$ cat src/sv/pfcb_pkg.sv
// ----------------------------------------------------------------------------
// pfcb_pkg
// shared types and constants of the palette fade color blender
// ----------------------------------------------------------------------------
`default_nettype none

package pfcb_pkg;

    // channel and level widths
    localparam int unsigned CHAN_W  = 5;
    localparam int unsigned LEVEL_W = 5;

    localparam logic [LEVEL_W-1:0] FULL_LEVEL = 5'd16;
    localparam logic [CHAN_W-1:0]  CHAN_MAX   = 5'd31;

    // step divider widths: quotient of (4096 + d - 1) / d
    localparam int unsigned DIV_NUM_W = 13;
    localparam int unsigned DIV_DEN_W = 8;
    localparam int unsigned DIV_CNT_W = $clog2(DIV_NUM_W + 1);
    localparam logic [DIV_NUM_W-1:0] STEP_SCALE_M1 = 13'd4095;

    // request codes
    typedef enum logic [2:0] {
        REQ_COLOR    = 3'd0,
        REQ_TICK     = 3'd1,
        REQ_FADE_OUT = 3'd2,
        REQ_FADE_IN  = 3'd3,
        REQ_STOP     = 3'd4
    } req_t;

    // divider status toward the sequencer
    typedef struct packed {
        logic busy;
        logic done;
    } div_stat_t;

endpackage

`default_nettype wire

$ cat src/sv/palette_fade_color_blender.sv
// ----------------------------------------------------------------------------
// palette_fade_color_blender
// fade engine for split-component palette words, black or white target
// ----------------------------------------------------------------------------
// sequence: a color request at nonzero level blends its three channels one at a
//   time, then pushes; tick, stop and color at level 0 go straight to ST_PUSH
// fade start: waits in ST_DIV for the 13-step divider, then pushes
// one request in flight; a finished result waits in the output register
// reset: level 0, target white, no fade, progress and step cleared
`default_nettype none

module palette_fade_color_blender
    import pfcb_pkg::*;
(
    input  wire logic        clk,
    input  wire logic        rst_n,
    // request channel
    input  wire logic        in_valid,
    output logic             in_stall,
    input  wire logic [2:0]  req_type,
    input  wire logic [15:0] color_in,
    input  wire logic        fade_target,
    input  wire logic [7:0]  fade_frames,
    // result channel
    output logic             out_valid,
    input  wire logic        out_stall,
    output logic [15:0]      color_out,
    output logic [4:0]       cur_level,
    output logic             is_fading,
    output logic             level_changed
);

    // sequencer states
    typedef enum logic [1:0] {
        ST_IDLE,
        ST_BLEND,
        ST_DIV,
        ST_PUSH
    } state_t;

    // fade modes
    typedef enum logic [1:0] {
        MODE_NONE = 2'd0,
        MODE_OUT  = 2'd1,
        MODE_IN   = 2'd2
    } mode_t;

    state_t                state_reg,  state_next;
    logic [1:0]            ch_reg,     ch_next;
    logic [LEVEL_W-1:0]    level_reg,  level_next;
    logic                  white_reg,  white_next;
    mode_t                 mode_reg,   mode_next;
    logic [7:0]            frames_reg, frames_next;
    logic [15:0]           acc_reg,    acc_next;
    logic [DIV_NUM_W-1:0]  step_reg,   step_next;
    logic [15:0]           src_reg,    src_next;
    logic [15:0]           res_color_reg, res_color_next;
    logic                  res_chg_reg,   res_chg_next;

    logic                  out_valid_reg,  out_valid_next;
    logic [15:0]           color_out_reg,  color_out_next;
    logic [LEVEL_W-1:0]    cur_level_reg,  cur_level_next;
    logic                  is_fading_reg,  is_fading_next;
    logic                  level_chg_reg,  level_chg_next;

    logic                  accept;
    logic                  push_ok;

    // tick arithmetic
    logic [7:0]            frames_dec;
    logic [15:0]           acc_sum;
    logic [LEVEL_W-1:0]    part;
    logic [LEVEL_W-1:0]    tick_level;

    // divider hookup
    logic                  div_start;
    logic [DIV_NUM_W-1:0]  div_numer;
    logic [DIV_DEN_W-1:0]  dur;
    div_stat_t             div_stat;
    logic [DIV_NUM_W-1:0]  div_quot;

    // shared channel blender
    logic [CHAN_W-1:0]     blend_in;
    logic [CHAN_W-1:0]     blend_out;

    assign accept  = in_valid && (state_reg == ST_IDLE);
    assign push_ok = !out_valid_reg || !out_stall;

    // duration zero counts as one frame; step = ceil(4096 / d)
    assign dur       = (fade_frames == 8'd0) ? 8'd1 : fade_frames;
    assign div_numer = STEP_SCALE_M1 + DIV_NUM_W'(dur);
    assign div_start = accept
                    && ((req_type == REQ_FADE_OUT) || (req_type == REQ_FADE_IN));

    pfcb_div u_div
    (
        .clk   (clk),
        .rst_n (rst_n),
        .start (div_start),
        .numer (div_numer),
        .denom (dur),
        .stat  (div_stat),
        .quot  (div_quot)
    );

    // tick: on the last frame the part is full, else progress >> 8 clamped
    assign frames_dec = frames_reg - 8'd1;
    assign acc_sum    = acc_reg + {3'b000, step_reg};
    always_comb
    begin
        if (frames_dec == 8'd0)
        begin
            part = FULL_LEVEL;
        end
        else if (acc_sum[15:8] > 8'(FULL_LEVEL))
        begin
            part = FULL_LEVEL;
        end
        else
        begin
            part = acc_sum[12:8];
        end
    end
    assign tick_level = (mode_reg == MODE_OUT) ? part : (FULL_LEVEL - part);

    // channel select: red, green, blue, low bit at 14, 13, 12
    always_comb
    begin
        unique case (ch_reg)
            2'd0:    blend_in = {src_reg[11:8], src_reg[14]};
            2'd1:    blend_in = {src_reg[7:4],  src_reg[13]};
            2'd2:    blend_in = {src_reg[3:0],  src_reg[12]};
            default: blend_in = '0;
        endcase
    end

    pfcb_blend u_blend
    (
        .chan_in  (blend_in),
        .level    (level_reg),
        .white    (white_reg),
        .chan_out (blend_out)
    );

    always_comb
    begin
        state_next     = state_reg;
        ch_next        = ch_reg;
        level_next     = level_reg;
        white_next     = white_reg;
        mode_next      = mode_reg;
        frames_next    = frames_reg;
        acc_next       = acc_reg;
        step_next      = step_reg;
        src_next       = src_reg;
        res_color_next = res_color_reg;
        res_chg_next   = res_chg_reg;

        out_valid_next = out_valid_reg;
        color_out_next = color_out_reg;
        cur_level_next = cur_level_reg;
        is_fading_next = is_fading_reg;
        level_chg_next = level_chg_reg;

        // result taken downstream
        if (out_valid_reg && !out_stall)
        begin
            out_valid_next = 1'b0;
        end

        unique case (state_reg)
            ST_IDLE:
            begin
                if (accept)
                begin
                    res_color_next = '0;
                    res_chg_next   = 1'b0;
                    state_next     = ST_PUSH;
                    unique case (req_type)
                        REQ_COLOR:
                        begin
                            if (level_reg == '0)
                            begin
                                res_color_next = color_in;
                            end
                            else
                            begin
                                // dark bit stays cleared
                                src_next   = color_in;
                                ch_next    = 2'd0;
                                state_next = ST_BLEND;
                            end
                        end
                        REQ_TICK:
                        begin
                            if (mode_reg != MODE_NONE)
                            begin
                                frames_next  = frames_dec;
                                if (frames_dec != 8'd0)
                                begin
                                    acc_next = acc_sum;
                                end
                                else
                                begin
                                    mode_next = MODE_NONE;
                                end
                                level_next   = tick_level;
                                res_chg_next = (tick_level != level_reg);
                            end
                        end
                        REQ_FADE_OUT:
                        begin
                            mode_next   = MODE_OUT;
                            frames_next = dur;
                            acc_next    = '0;
                            if (fade_target != white_reg)
                            begin
                                white_next   = fade_target;
                                res_chg_next = (level_reg != '0);
                            end
                            state_next  = ST_DIV;
                        end
                        REQ_FADE_IN:
                        begin
                            mode_next    = MODE_IN;
                            frames_next  = dur;
                            acc_next     = '0;
                            white_next   = fade_target;
                            level_next   = FULL_LEVEL;
                            res_chg_next = 1'b1;
                            state_next   = ST_DIV;
                        end
                        REQ_STOP:
                        begin
                            mode_next    = MODE_NONE;
                            level_next   = '0;
                            res_chg_next = (level_reg != '0);
                        end
                        default:
                        begin
                            // unknown request: no effect
                        end
                    endcase
                end
            end
            ST_BLEND:
            begin
                // one channel per cycle through the shared blender
                unique case (ch_reg)
                    2'd0:
                    begin
                        res_color_next[14]   = blend_out[0];
                        res_color_next[11:8] = blend_out[4:1];
                    end
                    2'd1:
                    begin
                        res_color_next[13]  = blend_out[0];
                        res_color_next[7:4] = blend_out[4:1];
                    end
                    default:
                    begin
                        res_color_next[12]  = blend_out[0];
                        res_color_next[3:0] = blend_out[4:1];
                    end
                endcase
                ch_next = ch_reg + 2'd1;
                if (ch_reg == 2'd2)
                begin
                    state_next = ST_PUSH;
                end
            end
            ST_DIV:
            begin
                if (div_stat.done)
                begin
                    step_next  = div_quot;
                    state_next = ST_PUSH;
                end
            end
            ST_PUSH:
            begin
                // level and mode are already final for this request
                if (push_ok)
                begin
                    out_valid_next = 1'b1;
                    color_out_next = res_color_reg;
                    cur_level_next = level_reg;
                    is_fading_next = (mode_reg != MODE_NONE);
                    level_chg_next = res_chg_reg;
                    state_next     = ST_IDLE;
                end
            end
            default:
            begin
                state_next = ST_IDLE;
            end
        endcase
    end

    always_ff @(posedge clk or negedge rst_n)
    begin
        if (!rst_n)
        begin
            state_reg     <= ST_IDLE;
            ch_reg        <= '0;
            level_reg     <= '0;
            white_reg     <= 1'b1;
            mode_reg      <= MODE_NONE;
            frames_reg    <= '0;
            acc_reg       <= '0;
            step_reg      <= '0;
            src_reg       <= '0;
            res_color_reg <= '0;
            res_chg_reg   <= 1'b0;
            out_valid_reg <= 1'b0;
            color_out_reg <= '0;
            cur_level_reg <= '0;
            is_fading_reg <= 1'b0;
            level_chg_reg <= 1'b0;
        end
        else
        begin
            state_reg     <= state_next;
            ch_reg        <= ch_next;
            level_reg     <= level_next;
            white_reg     <= white_next;
            mode_reg      <= mode_next;
            frames_reg    <= frames_next;
            acc_reg       <= acc_next;
            step_reg      <= step_next;
            src_reg       <= src_next;
            res_color_reg <= res_color_next;
            res_chg_reg   <= res_chg_next;
            out_valid_reg <= out_valid_next;
            color_out_reg <= color_out_next;
            cur_level_reg <= cur_level_next;
            is_fading_reg <= is_fading_next;
            level_chg_reg <= level_chg_next;
        end
    end

    // busy until the current request has been handed to the output register
    assign in_stall      = (state_reg != ST_IDLE);
    assign out_valid     = out_valid_reg;
    assign color_out     = color_out_reg;
    assign cur_level     = cur_level_reg;
    assign is_fading     = is_fading_reg;
    assign level_changed = level_chg_reg;

endmodule

`default_nettype wire

$ cat src/sv/pfcb_blend.sv
// ----------------------------------------------------------------------------
// pfcb_blend
// one 5-bit channel moved level/16 of the way toward black or white
// ----------------------------------------------------------------------------
`default_nettype none

module pfcb_blend
    import pfcb_pkg::*;
(
    input  wire logic [CHAN_W-1:0]  chan_in,
    input  wire logic [LEVEL_W-1:0] level,
    input  wire logic               white,
    output logic      [CHAN_W-1:0]  chan_out
);

    localparam int unsigned PROD_W = CHAN_W + LEVEL_W - 1;

    logic [CHAN_W-1:0] mult_a;
    logic [PROD_W-1:0] prod;
    logic [PROD_W-1:0] prod_adj;

    // white: distance to max, rounded down; black: value, rounded up
    assign mult_a   = white ? (CHAN_MAX - chan_in) : chan_in;
    assign prod     = PROD_W'(mult_a) * PROD_W'(level);
    assign prod_adj = white ? prod : PROD_W'(prod + PROD_W'(15));

    always_comb
    begin
        if (white)
        begin
            chan_out = chan_in + prod_adj[PROD_W-1:4];
        end
        else
        begin
            chan_out = chan_in - prod_adj[PROD_W-1:4];
        end
    end

endmodule

`default_nettype wire

$ cat src/sv/pfcb_div.sv
// ----------------------------------------------------------------------------
// pfcb_div
// restoring divider, one quotient bit per cycle
// ----------------------------------------------------------------------------
`default_nettype none

module pfcb_div
    import pfcb_pkg::*;
(
    input  wire logic                 clk,
    input  wire logic                 rst_n,
    input  wire logic                 start,
    input  wire logic [DIV_NUM_W-1:0] numer,
    input  wire logic [DIV_DEN_W-1:0] denom,
    output div_stat_t                 stat,
    output logic      [DIV_NUM_W-1:0] quot
);

    logic [DIV_NUM_W-1:0] num_reg;
    logic [DIV_DEN_W-1:0] den_reg;
    logic [DIV_DEN_W-1:0] rem_reg;
    logic [DIV_CNT_W-1:0] cnt_reg;
    logic                 busy_reg;
    logic                 done_reg;

    logic [DIV_DEN_W:0]   trial;
    logic [DIV_DEN_W:0]   diff;
    logic                 ge;

    assign trial = {rem_reg, num_reg[DIV_NUM_W-1]};
    assign diff  = trial - {1'b0, den_reg};
    assign ge    = trial >= {1'b0, den_reg};

    always_ff @(posedge clk or negedge rst_n)
    begin
        if (!rst_n)
        begin
            num_reg  <= '0;
            den_reg  <= '0;
            rem_reg  <= '0;
            cnt_reg  <= '0;
            busy_reg <= 1'b0;
            done_reg <= 1'b0;
        end
        else
        begin
            done_reg <= 1'b0;
            if (start)
            begin
                num_reg  <= numer;
                den_reg  <= denom;
                rem_reg  <= '0;
                cnt_reg  <= DIV_CNT_W'(DIV_NUM_W);
                busy_reg <= 1'b1;
            end
            else if (busy_reg)
            begin
                num_reg <= {num_reg[DIV_NUM_W-2:0], ge};
                rem_reg <= ge ? diff[DIV_DEN_W-1:0] : trial[DIV_DEN_W-1:0];
                cnt_reg <= cnt_reg - 1'b1;
                if (cnt_reg == DIV_CNT_W'(1))
                begin
                    busy_reg <= 1'b0;
                    done_reg <= 1'b1;
                end
            end
        end
    end

    assign stat.busy = busy_reg;
    assign stat.done = done_reg;
    assign quot      = num_reg;

endmodule

`default_nettype wire

$ cat config.mk
export PLATFORM = sky130hd
export DESIGN_NAME = palette_fade_color_blender
export DESIGN_NICKNAME = d
export VERILOG_FILES = /design/src/sv/pfcb_pkg.sv /design/src/sv/palette_fade_color_blender.sv /design/src/sv/pfcb_blend.sv /design/src/sv/pfcb_div.sv
export SDC_FILE = /design/constraint.sdc
export NUM_CORES = 1
export LEC_CHECK = 0
export BUFFER_PORTS_ARGS = -buffer_cell sky130_fd_sc_hd__buf_2
export CORE_MARGIN = 2
export CORE_UTILIZATION = 30
export CTS_BUF_LIST = sky130_fd_sc_hd__clkbuf_8
export DETAILED_ROUTE_END_ITERATION = 6
export GPL_ROUTABILITY_DRIVEN = 1
export PLACE_DENSITY_LB_ADDON = 0.1
export SLEW_MARGIN = 20
export SYNTH_ARGS = -nofsm -noshare
export SYNTH_HDL_FRONTEND = slang
export SYNTH_HIERARCHICAL = 1
export SYNTH_SLANG_ARGS = --single-unit
export TNS_END_PERCENT = 1
$ cat constraint.sdc
create_clock -name clk -period 5.7 [get_ports clk]
set_input_delay 0.285 -clock clk [delete_from_list [all_inputs] [get_ports clk]]
set_output_delay 0.285 -clock clk [all_outputs]
set_load 0.05 [all_outputs]
==> impl_metrics.env <==
export IMPL_status="finished, violations left"
export IMPL_violations="negative setup slack"
export IMPL_cp_end_kind="flip-flop"
export IMPL_grt_max_degree=89
export IMPL_powerDensity_mw_per_mm2=569
export IMPL_max_freq_mhz=166
export IMPL_avgRoutedWirePerCell_microns=16.5
export IMPL_numCtsBuffers=17
export IMPL_ios=57
export IMPL_overflow=0
export IMPL_start_util_pct=30.2
export IMPL_cts_sinks=140
export IMPL_vdd_ir_drop_max_mv=0.254
export IMPL_worstPathArrival_ns=6.37
export IMPL_clock_latency_ns=0.48
export IMPL_dieHeight_microns=179
export IMPL_drt_pass1_iterations=5
export IMPL_antenna_found_initial=0
export IMPL_final_cell_area_sq_mm=0.0106
export IMPL_finClkSkew_ns=0.0202
export IMPL_final_util_pct=34.7
export IMPL_place_hpwl_microns=17300
export IMPL_core_sq_mm=0.0304
export IMPL_tightest_slew_ns=1.02
export IMPL_nets=1120
export IMPL_clockBufferDepth=2
export IMPL_regArea_sq_mm=0.00350
export IMPL_fillers=3110
export IMPL_drtIter0Drc=270
export IMPL_hold_viol=0
export IMPL_period_needed_ns=6.02
export IMPL_grt_pass1_vias=7021
export IMPL_setup_viol=7
export IMPL_syn_area_sq_mm=0.00920
export IMPL_drive_above_1_share_pct=23.6
export IMPL_rsz0062_at_grt="yes"
export IMPL_cp_data_required_time_ns=6.04
export IMPL_leakage_nw=4.89
export IMPL_synth_cells=946
export IMPL_critical_path_class="flip-flop to flip-flop"
export IMPL_path_clk_slew_ns=0.10
export IMPL_hold_path_class="input pin to flip-flop"
export IMPL_dr_total_vias=7021
export IMPL_slowest_delay_ns=0.54
export IMPL_setup_ws_ns=-0.324
export IMPL_grt_first_pass_wirelength_microns=38500
export IMPL_io_buffers=56
export IMPL_syn_to_final_growth_pct=14.8
export IMPL_cap_violations=0
export IMPL_die_area_sq_mm=0.0321
export IMPL_place_congestion=0.784
export IMPL_slowest_stage="fa_1"
export IMPL_cts_tree="yes"
export IMPL_fin_crit_sh_pct=106
export IMPL_die_x_microns=179
export IMPL_n_antenna_cell=0
export IMPL_drcViolationCount=0
export IMPL_drtAntennaViolNets=0
export IMPL_num_rows=64
export IMPL_multi_input_area_sq_mm=0.00539
export IMPL_synth_area_per_cell_sq_um=9.72
export IMPL_final_cell_mix="dfrtp_1, nand2_1, nor2_1"
export IMPL_start_kind="flip-flop"
export IMPL_grt_usage_pct=15.5
export IMPL_final_common_cell="dfrtp_1"
export IMPL_h_tree_depth=4
export IMPL_finalSetupTns_ns=-1.26
export IMPL_via_per_inst=4.91
export IMPL_relSlewSlack_pct=31.8
export IMPL_report_final_slew_viol_count=0
export IMPL_place_area_sq_mm=0.0101
export IMPL_routed_wl_microns=23600
export IMPL_crit_fanout=4
export IMPL_root_buffer="clkbuf_8"
export IMPL_ys_warnings_count=6
-- final timing paths --
path,from,to,slack [ns],depth (start not counted)
min,color_in[12],src_reg[12]$_DFFE_PN0P_,0.06,2
min reg2reg,acc_reg[2]$_DFFE_PN0P_,acc_reg[2]$_DFFE_PN0P_,0.49,2
max reg2reg,ch_reg[1]$_DFFE_PN0P_,res_color_reg[7]$_DFFE_PN0P_,-0.32,26
max in group asynchronous,rst_n,ch_reg[0]$_DFFE_PN0P_,4.06,3
max,ch_reg[1]$_DFFE_PN0P_,res_color_reg[7]$_DFFE_PN0P_,-0.32,26
min in group asynchronous,rst_n,cur_level[1]$_DFFE_PN0P_,0.44,2
-- repair_timing --
action / 4_1_cts / 5_1_grt
pin swaps: 10 / 1
resized for setup: 4 / 7
hold endpoints to repair: 86 / 0
buffers inserted: 3 / 1
setup endpoints to repair: 9 / 12
hold buffers: 1 / 0
-- layout make-up --
type	instances	area share, %
inverter	50	1.78
clock inverter	15	1.22
timing repair buffer	100	5.86
multi-input combinational	711	51.1
tap	396	4.69
sequential	140	33.2
clock buffer	17	2.22
-- layer usage --
layer,global-route usage (%),part of all wire (%)
met3,3.18,2.9
met1,20.9,49
met5,0,0
met2,25.3,47
met4,4.27,1.5
-- power breakdown --
group	total, mW	switching (mW)	internal, mW
Combinational	3.57	1.97	1.60
Clock	0.786	0.471	0.315
Sequential	1.65	0.283	1.37
-- metrics by stage --
step | std cells | power (mW) | setup slack [ns] | hold slack, ns
2_1_floorplan | 947 | 4.26 | -0.235 | -0.0106
3_3_place_gp | 1392 | 5.23 | -0.286 | 0.444
3_5_place_dp | 1392 | 5.23 | -0.365 | 0.451
4_1_cts | 1428 | 6.09 | -0.331 | 0.0219
5_1_grt | 1429 | 6.60 | -0.691 | 0.0164
6_report | 1429 | 6.01 | -0.324 | 0.0569
-- critical path, delay by kind of cell, from the launching register on --
kind	cells	cell delay [ns]
compound gates	7	1.25
fa+ha+maj	7	2.41
buf+inv	3	0.28
xor+xnor	4	0.59
mux	1	0.28
simple gates	4	0.67
flops	1	0.38
Note: power is estimated with default switching activity, not from simulation.
